`src/rtl/vmm_pkg.sv`:
```
// Package with the word types, request codes, register map and helpers of the velocity monitor.
`default_nettype none
package vmm_pkg;

  localparam int WINDOW_LEN = 9;
  localparam int CNT_W      = $clog2(WINDOW_LEN + 1);
  localparam int WCNT_W     = 4;
  localparam int SPEED_W    = 16;
  localparam int LIMIT_W    = 15;
  localparam int THR_W      = 4;
  localparam int PADDR_W    = 4;
  localparam int PDATA_W    = 32;

  typedef enum logic [1:0] {
    REQ_MEAS = 2'd0,
    REQ_CMD  = 2'd1,
    REQ_INFO = 2'd2
  } req_code_t;

  typedef enum logic [1:0] {
    REG_TOLERANCE  = 2'd0,
    REG_ALARM_THR  = 2'd1,
    REG_DEADBAND_L = 2'd2,
    REG_DEADBAND_H = 2'd3
  } reg_index_t;

  localparam logic [LIMIT_W-1:0] TOLERANCE_RST  = 15'd100;
  localparam logic [THR_W-1:0]   ALARM_THR_RST  = 4'd7;
  localparam logic [LIMIT_W-1:0] DEADBAND_L_RST = 15'd1;
  localparam logic [LIMIT_W-1:0] DEADBAND_H_RST = 15'd1000;

  typedef struct packed {
    logic [1:0]                req_type;
    logic signed [SPEED_W-1:0] lin_value;
    logic signed [SPEED_W-1:0] ang_value;
    logic                      lost_flag;
  } in_word_t;

  typedef struct packed {
    logic              mismatch_warning;
    logic              alarm;
    logic [WCNT_W-1:0] warning_count;
  } out_word_t;

  // Absolute value of a speed; -32768 gives 32768, so one extra bit.
  function automatic logic [SPEED_W:0] speed_mag(input logic signed [SPEED_W-1:0] v);
    logic signed [SPEED_W:0] e;
    e = {v[SPEED_W-1], v};
    return v[SPEED_W-1] ? (SPEED_W+1)'(-e) : (SPEED_W+1)'(e);
  endfunction

  // True when |vel - cmd| <= tol, computed without overflow.
  function automatic logic within_tol(input logic signed [SPEED_W-1:0] vel,
                                      input logic signed [SPEED_W-1:0] cmd,
                                      input logic [LIMIT_W-1:0]        tol);
    logic signed [SPEED_W+1:0] d;
    logic signed [SPEED_W+1:0] t;
    d = {{2{vel[SPEED_W-1]}}, vel} - {{2{cmd[SPEED_W-1]}}, cmd};
    t = {3'b000, tol};
    return (d >= -t) && (d <= t);
  endfunction

endpackage
`default_nettype wire

```
`src/rtl/velocity_mismatch_monitor.sv`:
```
// Top level of the velocity mismatch monitor: input register, state update and result register.
`default_nettype none
// Velocity mismatch monitor. Each input word is a measured sample, a command or an info
// tick. A measured sample stores its linear speed and its negated angular speed (negating
// -32768 gives 32767), each only when its magnitude lies within the deadband limits. A
// command stores both commanded speeds. An info tick with lost_flag clear compares each
// measured speed against the current and then the previous command within the tolerance,
// shifts the warning bit into a window of the last nine warnings, raises the alarm and
// clears the window when the count reaches the threshold, and returns one result word;
// other words return nothing. Every word waits in the input register and is processed
// from there, so a result word shows at the outputs once its info tick leaves the input
// register; one word is taken every cycle while in_stall is low. The only back-pressure
// comes from the result register: while an unread result is held and out_stall is high,
// an info tick with lost_flag clear waiting in the input register holds, and in_stall
// goes high. The user must write registers through the APB-style port only while the
// block is idle; the block itself does not enforce this. The register map is tolerance
// at 0x0, alarm_threshold at 0x4, deadband_low at 0x8 and deadband_high at 0xC.
module velocity_mismatch_monitor (
  input  wire                            clk,
  input  wire                            rst_n,
  input  wire                            in_valid,
  output logic                           in_stall,
  input  vmm_pkg::in_word_t              in_data,
  output logic                           out_valid,
  input  wire                            out_stall,
  output vmm_pkg::out_word_t             out_data,
  input  wire                            psel,
  input  wire                            penable,
  input  wire                            pwrite,
  input  wire  [vmm_pkg::PADDR_W-1:0]    paddr,
  input  wire  [vmm_pkg::PDATA_W-1:0]    pwdata,
  output logic [vmm_pkg::PDATA_W-1:0]    prdata,
  output logic                           pready
);
  import vmm_pkg::*;

  // Configuration registers.
  logic [LIMIT_W-1:0] tolerance_r;
  logic [THR_W-1:0]   alarm_thr_r;
  logic [LIMIT_W-1:0] deadband_l_r;
  logic [LIMIT_W-1:0] deadband_h_r;
  reg_index_t         reg_sel;
  logic               cfg_write;

  // Input register.
  logic     item_valid_r;
  in_word_t item_r;

  // Monitor state.
  logic signed [SPEED_W-1:0] meas_lin_r,  meas_lin_nxt;
  logic signed [SPEED_W-1:0] meas_ang_r,  meas_ang_nxt;
  logic signed [SPEED_W-1:0] cmd_lin_r,   cmd_lin_nxt;
  logic signed [SPEED_W-1:0] cmd_ang_r,   cmd_ang_nxt;
  logic signed [SPEED_W-1:0] prev_lin_r,  prev_lin_nxt;
  logic signed [SPEED_W-1:0] prev_ang_r,  prev_ang_nxt;
  logic [WINDOW_LEN-1:0]     window_r,    window_nxt;

  // Result register.
  logic      out_valid_r, out_valid_nxt;
  out_word_t out_data_r,  out_data_nxt;

  logic                      is_meas, is_cmd, is_report;
  logic                      hold, fire;
  logic signed [SPEED_W-1:0] neg_ang;
  logic                      lin_ok, ang_ok;
  logic                      warn, alarm;
  logic [WINDOW_LEN:0]       shift_ext;
  logic [WINDOW_LEN-1:0]     shifted;
  logic [CNT_W-1:0]          count;

  // ---------------- configuration port ----------------
  assign pready    = 1'b1;
  assign reg_sel   = reg_index_t'(paddr[3:2]);
  assign cfg_write = psel && penable && pwrite && pready;

  always_comb begin
    case (reg_sel)
      REG_TOLERANCE:  prdata = PDATA_W'(tolerance_r);
      REG_ALARM_THR:  prdata = PDATA_W'(alarm_thr_r);
      REG_DEADBAND_L: prdata = PDATA_W'(deadband_l_r);
      REG_DEADBAND_H: prdata = PDATA_W'(deadband_h_r);
      default:        prdata = '0;
    endcase
  end

  always_ff @(posedge clk) begin
    if (!rst_n) begin
      tolerance_r  <= TOLERANCE_RST;
      alarm_thr_r  <= ALARM_THR_RST;
      deadband_l_r <= DEADBAND_L_RST;
      deadband_h_r <= DEADBAND_H_RST;
    end else if (cfg_write) begin
      case (reg_sel)
        REG_TOLERANCE:  tolerance_r  <= pwdata[LIMIT_W-1:0];
        REG_ALARM_THR:  alarm_thr_r  <= pwdata[THR_W-1:0];
        REG_DEADBAND_L: deadband_l_r <= pwdata[LIMIT_W-1:0];
        REG_DEADBAND_H: deadband_h_r <= pwdata[LIMIT_W-1:0];
        default: ;
      endcase
    end
  end

  // ---------------- input register and flow control ----------------
  assign is_meas   = item_r.req_type == REQ_MEAS;
  assign is_cmd    = item_r.req_type == REQ_CMD;
  assign is_report = (item_r.req_type == REQ_INFO) && !item_r.lost_flag;

  // Only a word that makes a result can be blocked by an unread result.
  assign hold     = is_report && out_valid_r && out_stall;
  assign fire     = item_valid_r && !hold;
  assign in_stall = item_valid_r && hold;

  always_ff @(posedge clk) begin
    if (!rst_n) begin
      item_valid_r <= 1'b0;
    end else if (!in_stall) begin
      item_valid_r <= in_valid;
    end
  end

  always_ff @(posedge clk) begin
    if (!in_stall && in_valid) begin
      item_r <= in_data;
    end
  end

  // ---------------- processing ----------------
  assign neg_ang = (item_r.ang_value == {1'b1, {(SPEED_W-1){1'b0}}}) ?
                   {1'b0, {(SPEED_W-1){1'b1}}} : -item_r.ang_value;

  assign lin_ok = (speed_mag(item_r.lin_value) >= {2'b00, deadband_l_r}) &&
                  (speed_mag(item_r.lin_value) <= {2'b00, deadband_h_r});
  assign ang_ok = (speed_mag(neg_ang) >= {2'b00, deadband_l_r}) &&
                  (speed_mag(neg_ang) <= {2'b00, deadband_h_r});

  // A speed mismatches when it is outside the tolerance of both commands.
  assign warn = (!within_tol(meas_lin_r, cmd_lin_r, tolerance_r) &&
                 !within_tol(meas_lin_r, prev_lin_r, tolerance_r)) ||
                (!within_tol(meas_ang_r, cmd_ang_r, tolerance_r) &&
                 !within_tol(meas_ang_r, prev_ang_r, tolerance_r));

  assign shift_ext = {window_r, warn};
  assign shifted   = shift_ext[WINDOW_LEN-1:0];

  always_comb begin
    count = '0;
    for (int i = 0; i < WINDOW_LEN; i++) begin
      count = count + CNT_W'(shifted[i]);
    end
  end

  assign alarm = (8'(count) >= 8'(alarm_thr_r));

  always_comb begin
    meas_lin_nxt  = meas_lin_r;
    meas_ang_nxt  = meas_ang_r;
    cmd_lin_nxt   = cmd_lin_r;
    cmd_ang_nxt   = cmd_ang_r;
    prev_lin_nxt  = prev_lin_r;
    prev_ang_nxt  = prev_ang_r;
    window_nxt    = window_r;
    out_valid_nxt = out_valid_r && out_stall;
    out_data_nxt  = out_data_r;
    if (fire) begin
      if (is_meas) begin
        if (lin_ok) begin
          meas_lin_nxt = item_r.lin_value;
        end
        if (ang_ok) begin
          meas_ang_nxt = neg_ang;
        end
      end else if (is_cmd) begin
        cmd_lin_nxt = item_r.lin_value;
        cmd_ang_nxt = item_r.ang_value;
      end else if (is_report) begin
        window_nxt   = alarm ? '0 : shifted;
        prev_lin_nxt = cmd_lin_r;
        prev_ang_nxt = cmd_ang_r;
        out_valid_nxt                 = 1'b1;
        out_data_nxt.mismatch_warning = warn;
        out_data_nxt.alarm            = alarm;
        out_data_nxt.warning_count    = WCNT_W'(count);
      end
    end
  end

  always_ff @(posedge clk) begin
    if (!rst_n) begin
      meas_lin_r  <= '0;
      meas_ang_r  <= '0;
      cmd_lin_r   <= '0;
      cmd_ang_r   <= '0;
      prev_lin_r  <= '0;
      prev_ang_r  <= '0;
      window_r    <= '0;
      out_valid_r <= 1'b0;
    end else begin
      meas_lin_r  <= meas_lin_nxt;
      meas_ang_r  <= meas_ang_nxt;
      cmd_lin_r   <= cmd_lin_nxt;
      cmd_ang_r   <= cmd_ang_nxt;
      prev_lin_r  <= prev_lin_nxt;
      prev_ang_r  <= prev_ang_nxt;
      window_r    <= window_nxt;
      out_valid_r <= out_valid_nxt;
    end
  end

  always_ff @(posedge clk) begin
    out_data_r <= out_data_nxt;
  end

  assign out_valid = out_valid_r;
  assign out_data  = out_data_r;

endmodule
`default_nettype wire

```
`config.mk`:
```
export PLATFORM = sky130hd
export DESIGN_NAME = velocity_mismatch_monitor
export DESIGN_NICKNAME = d
export VERILOG_FILES = /design/src/rtl/vmm_pkg.sv /design/src/rtl/velocity_mismatch_monitor.sv
export SDC_FILE = /design/constraint.sdc
export NUM_CORES = 1
export LEC_CHECK = 0
export BUFFER_PORTS_ARGS = -buffer_cell sky130_fd_sc_hd__buf_2
export CORE_MARGIN = 3
export CORE_UTILIZATION = 51
export DETAILED_ROUTE_END_ITERATION = 8
export PLACE_DENSITY = 0.71
export SLEW_MARGIN = 20
export SYNTH_ARGS = -nofsm -noshare
export SYNTH_HDL_FRONTEND = slang
export SYNTH_SLANG_ARGS = --single-unit
```
`constraint.sdc`:
```
create_clock -name clk -period 11.65 [get_ports clk]
set_input_delay 0.5825 -clock clk [delete_from_list [all_inputs] [get_ports clk]]
set_output_delay 0.5825 -clock clk [all_outputs]
set_load 0.1 [all_outputs]
```
Word-level counts from Yosys, hierarchy flattened

Cells that the tools add are included.

$lt $le $gt $ge: 13
Reduce and logical (&&, ||, !) cells: 35
Bitwise operators: 2
Multiplexer cells: 9
Div/mod/pow operators: 0
Shift-type cells: 0
Add/subtract/negate cells: 16
$mul: 0
Equality and inequality tests: 6

Operator list:

| cell                                                | number |
|---|---|
| one-hot mux 32 bit (4 select lines)                 | 1 |
| greater-or-equal comparator 17 x 18 -> 1 bit        | 4 |
| <= comparator 17 x 16 -> 1 bit                      | 4 |
| subtractor 16 x 16 -> 17 bit                        | 4 |
| greater-or-equal comparator 17 x 15 -> 1 bit        | 2 |
| <= comparator 17 x 15 -> 1 bit                      | 2 |
| two-way mux 17 bit                                  | 2 |
| negator 16 -> 17 bit                                | 2 |
| adder 4 x 1 -> 4 bit                                | 5 |
| negator 15 -> 18 bit                                | 1 |
| logical AND 1 bit                                   | 17 |
| equality test 16 bit, second input constant         | 1 |
| two-way mux 16 bit                                  | 1 |
| negator 16 bit                                      | 1 |
| AND reduction 3 bit                                 | 3 |
| two-way mux 8 bit                                   | 1 |
| AND reduction 2 bit                                 | 4 |
| logical NOT 1 bit                                   | 7 |
| equality test 2 bit, second input constant          | 3 |
| adder 3 x 1 -> 4 bit                                | 1 |
| equality test 2 x 1 -> 1 bit, second input constant | 2 |
| greater-or-equal comparator 4 bit                   | 1 |
| logical NOT 2 bit                                   | 2 |
| two-way mux 1 bit                                   | 4 |
| 5 further kinds                                     | 6 |

Output and inout bits: 41
Bits in latches: 0
Word-level logic and storage cells: 101
Bits in read-only memories: 0
Register bits after elaboration: 196
Input port bits: 78
Bits in writable memories: 0
Memories kept: 0

Longest topological paths before layout

Depth after elaboration: 16
Depth in mapped cells: 35
Depth with buffers taken out: 35

Worst setup path before layout

OpenSTA, ideal clock, no wires.

Path type: flip-flop to flip-flop
Start point: register cmd_lin_r[2]
End point: register window_r[0]
Period minus slack after synthesis: 7.033 ns
Path slack: 4.617 ns
Setup time: 0.061 ns
Arrival: 6.972 ns
Path buffers: 0
Data required time: 11.589 ns
Stages on the path, launching flop included: 33
Cells stage by stage: dfxtp_1 inv_1 ha_1 nor2b_1 o31a_1 o31ai_1 nand2_1 or2_2 a21oi_1 xnor2_1 ha_1 a21o_1 a21o_1 a2111oi_0 nor4bb_1 a211oi_1 a211o_1 mux2i_1 o22ai_1 fa_1 inv_1 fa_1 inv_1 fa_1 inv_1 fa_1 inv_1 ha_1 a21o_1 a21o_1 a21oi_1 and3_1 a32o_1

Cells in the longest elaborated chain, start to end: 16
Elaborated cells between the ends (all ways): 17
Classes of those cells: add/sub (9); order compare (3); mux (1); reduce/logical (4)

RTL lines:

| element                                                                                        | line                             | source |
|---|---|---|
| from (decl)                                                                                    | velocity_mismatch_monitor.sv:52  | `logic signed [SPEED_W-1:0] cmd_lin_r, cmd_lin_nxt;` |
| from (signal assigned)                                                                         | velocity_mismatch_monitor.sv:200 | `cmd_lin_r <= cmd_lin_nxt;` |
| subtractor 16 x 16 -> 17 bit (*)                                                               | vmm_pkg.sv:58                    | `d = {{2{vel[SPEED_W-1]}}, vel} - {{2{cmd[SPEED_W-1]}}, cmd};` |
| greater-or-equal comparator 17 x 18 -> 1 bit or <= comparator 17 x 16 -> 1 bit (tied branches) | vmm_pkg.sv:60                    | `return (d >= -t) && (d <= t);` |
| logical AND 1 bit (*)                                                                          | vmm_pkg.sv:60                    |  |
| logical NOT 1 bit (*)                                                                          | velocity_mismatch_monitor.sv:137 | `assign warn = (!within_tol(meas_lin_r, cmd_lin_r, tolerance_r) &&` |
| logical AND 1 bit (*)                                                                          | velocity_mismatch_monitor.sv:137 |  |
| logical OR 1 bit (*)                                                                           | velocity_mismatch_monitor.sv:138 | `!within_tol(meas_lin_r, prev_lin_r, tolerance_r)) \|\|` |
| net warn                                                                                       | velocity_mismatch_monitor.sv:66  | `logic warn, alarm;` |
| adder 1 x 1 -> 2 bit (*)                                                                       | velocity_mismatch_monitor.sv:148 | `count = count + CNT_W'(shifted[i]);` |
| adder 2 x 1 -> 3 bit (*)                                                                       | velocity_mismatch_monitor.sv:148 |  |
| adder 3 x 1 -> 4 bit (*)                                                                       | velocity_mismatch_monitor.sv:148 |  |
| adder 4 x 1 -> 4 bit (*) (5 in series)                                                         | velocity_mismatch_monitor.sv:148 |  |
| net count[1]                                                                                   | velocity_mismatch_monitor.sv:69  | `logic [CNT_W-1:0] count;` |
| greater-or-equal comparator 4 bit (*)                                                          | velocity_mismatch_monitor.sv:152 | `assign alarm = (8'(count) >= 8'(alarm_thr_r));` |
| two-way mux 8 bit (*)                                                                          | velocity_mismatch_monitor.sv:176 | `window_nxt = alarm ? '0 : shifted;` |
| to (signal assigned)                                                                           | velocity_mismatch_monitor.sv:204 | `window_r <= window_nxt;` |
| to (decl)                                                                                      | velocity_mismatch_monitor.sv:56  | `logic [WINDOW_LEN-1:0] window_r, window_nxt;` |

Mark *: on every way through the listed nets, which the timed path passes. The rest lies on a longest branch.
A chain may end at the register's enable or synchronous reset.

Worst setup path in the final report

Start point: register meas_ang_r[0]
End point: register window_r[4]

Cells in the longest elaborated chain, start to end: 16
Elaborated cells between the ends (all ways): 22
Classes of those cells: add/sub (10); order compare (5); mux (1); reduce/logical (6)

RTL lines:

| element                                                                                        | line                                                               | source |
|---|---|---|
| from (decl)                                                                                    | velocity_mismatch_monitor.sv:51                                    | `logic signed [SPEED_W-1:0] meas_ang_r, meas_ang_nxt;` |
| from (signal assigned)                                                                         | velocity_mismatch_monitor.sv:199                                   | `meas_ang_r <= meas_ang_nxt;` |
| subtractor 16 x 16 -> 17 bit                                                                   | vmm_pkg.sv:58                                                      |  |
| greater-or-equal comparator 17 x 18 -> 1 bit or <= comparator 17 x 16 -> 1 bit (tied branches) | vmm_pkg.sv:60                                                      |  |
| logical AND 1 bit                                                                              | vmm_pkg.sv:60                                                      |  |
| logical NOT 1 bit (on tied branches)                                                           | velocity_mismatch_monitor.sv:139, velocity_mismatch_monitor.sv:140 |  |
| logical AND 1 bit (*)                                                                          | velocity_mismatch_monitor.sv:139                                   | `(!within_tol(meas_ang_r, cmd_ang_r, tolerance_r) &&` |
| logical OR 1 bit (*)                                                                           | velocity_mismatch_monitor.sv:138                                   |  |
| net warn                                                                                       | velocity_mismatch_monitor.sv:66                                    |  |
| adder 1 x 1 -> 2 bit (*)                                                                       | velocity_mismatch_monitor.sv:148                                   |  |
| adder 2 x 1 -> 3 bit (*)                                                                       | velocity_mismatch_monitor.sv:148                                   |  |
| adder 3 x 1 -> 4 bit (*)                                                                       | velocity_mismatch_monitor.sv:148                                   |  |
| adder 4 x 1 -> 4 bit (*) (5 in series)                                                         | velocity_mismatch_monitor.sv:148                                   |  |
| net count[1]                                                                                   | velocity_mismatch_monitor.sv:69                                    |  |
| greater-or-equal comparator 4 bit (*)                                                          | velocity_mismatch_monitor.sv:152                                   |  |
| two-way mux 8 bit (*)                                                                          | velocity_mismatch_monitor.sv:176                                   |  |

Marks and branches as above.

==> metrics.md <==
| Metric | Value |
|---|---|
| Layout cells sized above 1 | 6.87% |
| Crit path required time | between 10000 and 15000 ps |
| Fraction of registers with async set or reset after synthesis | 0% |
| Number of port buffers | 81 |
| Hold buffer count at CTS | 0 |
| Antenna violations before repair | 1 |
| Area Growth Syn to Fin | 7.26% |
| First-pass GRT wire length | 71.2 mm |
| Combined global-route utilization of all metal layers | about a quarter |
| Net count, final | 2402 |
| Leading post-synthesis cells by instance count | 345 x sky130_fd_sc_hd__nand2_1, 261 x sky130_fd_sc_hd__ha_1, 170 x sky130_fd_sc_hd__inv_1, 155 x sky130_fd_sc_hd__dfxtp_1, 111 x sky130_fd_sc_hd__a21boi_0 |
| Vias in the first global route | 13602 |
| Register clock-pin slew on the reported worst setup and hold paths | 80 ps |
| Standard-cell row count | 65 |
| Via count | 14404 |
| Synth cell types | between 80 and 90 |
| Largest voltage drop on the vdd net | 0.0909 mV |
| DRC violation total after the first TritonRoute iteration | 1023 |
| Part of the Yosys area used for sequential elements | 26.3% |
| Buffer type at the clock tree root | sky130_fd_sc_hd__clkbuf_16 |
| Largest cells by area after synthesis | sky130_fd_sc_hd__ha_1 20%, sky130_fd_sc_hd__dfxtp_1 19%, sky130_fd_sc_hd__nand2_1 7.9%, sky130_fd_sc_hd__edfxtp_1 7.5%, sky130_fd_sc_hd__a21boi_0 5.1% |
| Depth of the CTS H-tree | 4 |
| Number of warnings reported in the yosys synthesis log | 0 |
| Relative max-transition margin | 30.4% |
| Drt first pass iters | 6 |
| Hold violation count in the final report | 0 |
| Total grt overflow | 0 |
| Quantity of gates resized following cts | 0 |
| Filler cell count in the final layout | 2938 |
| Final antenna diode count | 0 |
| Final min period | around 8400 ps |
| Worst Path Arrival | around 8800 ps |
| TritonCTS clock tree | yes |
| Register bit total from synthesis | 196 |
| Die X | 186 um |
| Number of slew-limit violations in the final report | 0 |
| Total negative setup slack | 0 ps |
| Area of the die | 34500 um^2 |
| Share of the cycle needed by the critical path after routing | between 70% and 80% |
| Clock Sinks | 196 |
| Mean post-synth cell area | 8.18 um^2 |
| Largest net degree at the start of global routing | 113 |
| Predominant post-synthesis flop cell | sky130_fd_sc_hd__dfxtp_1 |
| Worst clock skew on the final layout | between 15 and 20 ps |
| Largest area contributor in the synthesized netlist | sky130_fd_sc_hd__ha_1 |
| Post-route setup slack | 3200 ps |
| Number of cells produced by synthesis | 2014 |
| Path class of the lowest-slack min-delay path | in -> reg |
| Residual antenna-violating net count after detailed routing | 0 |
| Half-perimeter wire length after detailed placement | 35.7 mm |
| Slowest cell on crit path | sky130_fd_sc_hd__a21oi_1 |
| Result of the run | complete, no violations |
| Critical path buffer and inverter count | 5 |
| WHS | 294 ps |
| Worst Setup End Kind | flip-flop |
| Placeable core region | 31700 um^2 |
| Height of the chip | 186 um |
| Power per Cell Area | 105 nW/um^2 |
| Weighted congestion at the end of routability-driven global placement | around 0.93 |
| Overall routed net length | 45.0 mm |
| Highest attainable clock frequency | 118 MHz |
| Setup crit start kind | flip-flop |
| I/O pin count | 119 |
| Number of clock buffers inserted by TritonCTS | 17 |
| Post-synth design cell area | 16500 um^2 |
| Largest stage delay on the critical path | 610 ps |
| Max-capacitance violation count | 0 |
| Unrepaired setup endpoints after global routing | no |
| Maximum buffer depth of the clock tree | 2 |
| Critical Setup Path Class | reg -> reg |
| Vias per std cell | just under 6 |
| Worst-case setup slack after placement | 3250 ps |
| Clock insertion delay at the later pin of the skew report | 460 ps |
| Critical Path Fanout Max | 9 |
| Number of enable-type register cells in the synthesized netlist | 41 |
| Worst path top cell family by delay | compound AO/OA/AOI/OAI gates |
| Routed wirelength normalized by instance count | 18.2 um |
| Leakage | 0.00770 uW |
| Initial cell density of the core | approximately 52% |
| Remaining design rule violation count | 0 |
| Slew @ Worst Pin | about 1000 ps |
| Proportion of netlist area held by the largest area contributor | 19.8% |
| Setup Viol. Count Final | 0 |
| Most frequent cell after synthesis | sky130_fd_sc_hd__nand2_1 |
| Setup bufs post-CTS | 0 |
-- layout make-up --
cell class	count	area, um^2	area share (%)
Multi-Input combinational cell	1582	11200	63.3
Sequential cell	196	4330	24.5
Inverter	171	642	3.63
Tap cell	402	503	2.84
Timing Repair Buffer	86	445	2.52
Clock buffer	17	425	2.41
Clock inverter	15	138	0.778
-- worst register-to-register path: cells and delay by family, from the launching register on --
kind | cells | cell delay [ps]
compound gates | 18 | 4460
fa+ha+maj | 8 | 2890
buf+inv | 5 | 350
flops | 1 | 320
simple gates | 3 | 380
-- per-stage QoR --
step | power (uW) | util (%) | instance area (um^2) | cells
after floorplan | 1140 | - | 16500 | 2030
after global placement | 1260 | 54.0 | 17100 | 2437
after detailed placement | 1270 | 54.0 | 17100 | 2437
after CTS | 1850 | 55.7 | 17700 | 2469
after global routing | 1950 | 55.7 | 17700 | 2469
final | 1850 | 55.7 | 17700 | 2469
-- layer usage --
| layer | part of all wire [%] | global-route usage, % | vias up |
|---|---|---|---|
| met5 | 0.022 | 0 | - |
| met4 | 2.3 | 7.80 | 2 |
| met3 | 6.3 | 3.79 | 69 |
| met2 | 46 | 42.9 | 451 |
| met1 | 45 | 35.9 | 6734 |
| li1 | - | - | 7148 |
-- logic make-up after synthesis --
family | Yosys count | share of synthesized area, %
adders and majority gates | 270 | 20.9
other | 2 | 0.0456
DFF | 196 | 26.3
buffers and inverters | 252 | 6.22
and+or+nand+nor | 680 | 19.1
xor gates and xnor gates | 88 | 4.68
AOI/OAI and AO/OA | 493 | 20.4
muxes | 33 | 2.32
-- placed cells by master (no fill, tap or decap), types with 23 or more instances in the layout --
cell type / count
sky130_fd_sc_hd__nand2_1: 345
sky130_fd_sc_hd__o21ai_0: 81
sky130_fd_sc_hd__mux2i_1: 28
sky130_fd_sc_hd__a21boi_0: 111
sky130_fd_sc_hd__nand2b_1: 25
sky130_fd_sc_hd__buf_2: 80
sky130_fd_sc_hd__ha_1: 261
sky130_fd_sc_hd__edfxtp_1: 41
sky130_fd_sc_hd__a21o_1: 49
sky130_fd_sc_hd__nor2_1: 93
sky130_fd_sc_hd__xnor2_1: 65
sky130_fd_sc_hd__a21oi_1: 87
sky130_fd_sc_hd__inv_1: 170
sky130_fd_sc_hd__nor2b_1: 32
sky130_fd_sc_hd__nand4_1: 29
sky130_fd_sc_hd__nor3_1: 29
sky130_fd_sc_hd__nand3_1: 49
sky130_fd_sc_hd__dfxtp_1: 155
sky130_fd_sc_hd__xor2_1: 23
-- where the power goes --
group	internal [uW]	switching, uW
Sequential	710	21.1
Clock	283	296
Combinational	211	329
Total	1200	646
-- registers in the layout (all words and copies together), names as in the netlist, 16 cells and up --
register and count:
item_r 35, cmd_ang_r 16, cmd_lin_r 16, meas_ang_r 16, meas_lin_r 16, prev_ang_r 16, prev_lin_r 16
-- worst paths after layout --
check | startpoint | cells past startpoint | slack [ps] | to
worst max-delay path | meas_ang_r[0]$_SDFFE_PN0P_ | 34 | 3200 | window_r[4]$_SDFFE_PN0P_
worst min register to register | prev_lin_r[11]$_SDFFE_PN0P_ | 2 | 470 | prev_lin_r[11]$_SDFFE_PN0P_
worst max register to register | meas_ang_r[0]$_SDFFE_PN0P_ | 34 | 3200 | window_r[4]$_SDFFE_PN0P_
worst min-delay path | in_data[0] | 1 | 290 | item_r[0]$_DFFE_PP_
Power figures use the tool's default switching activity.
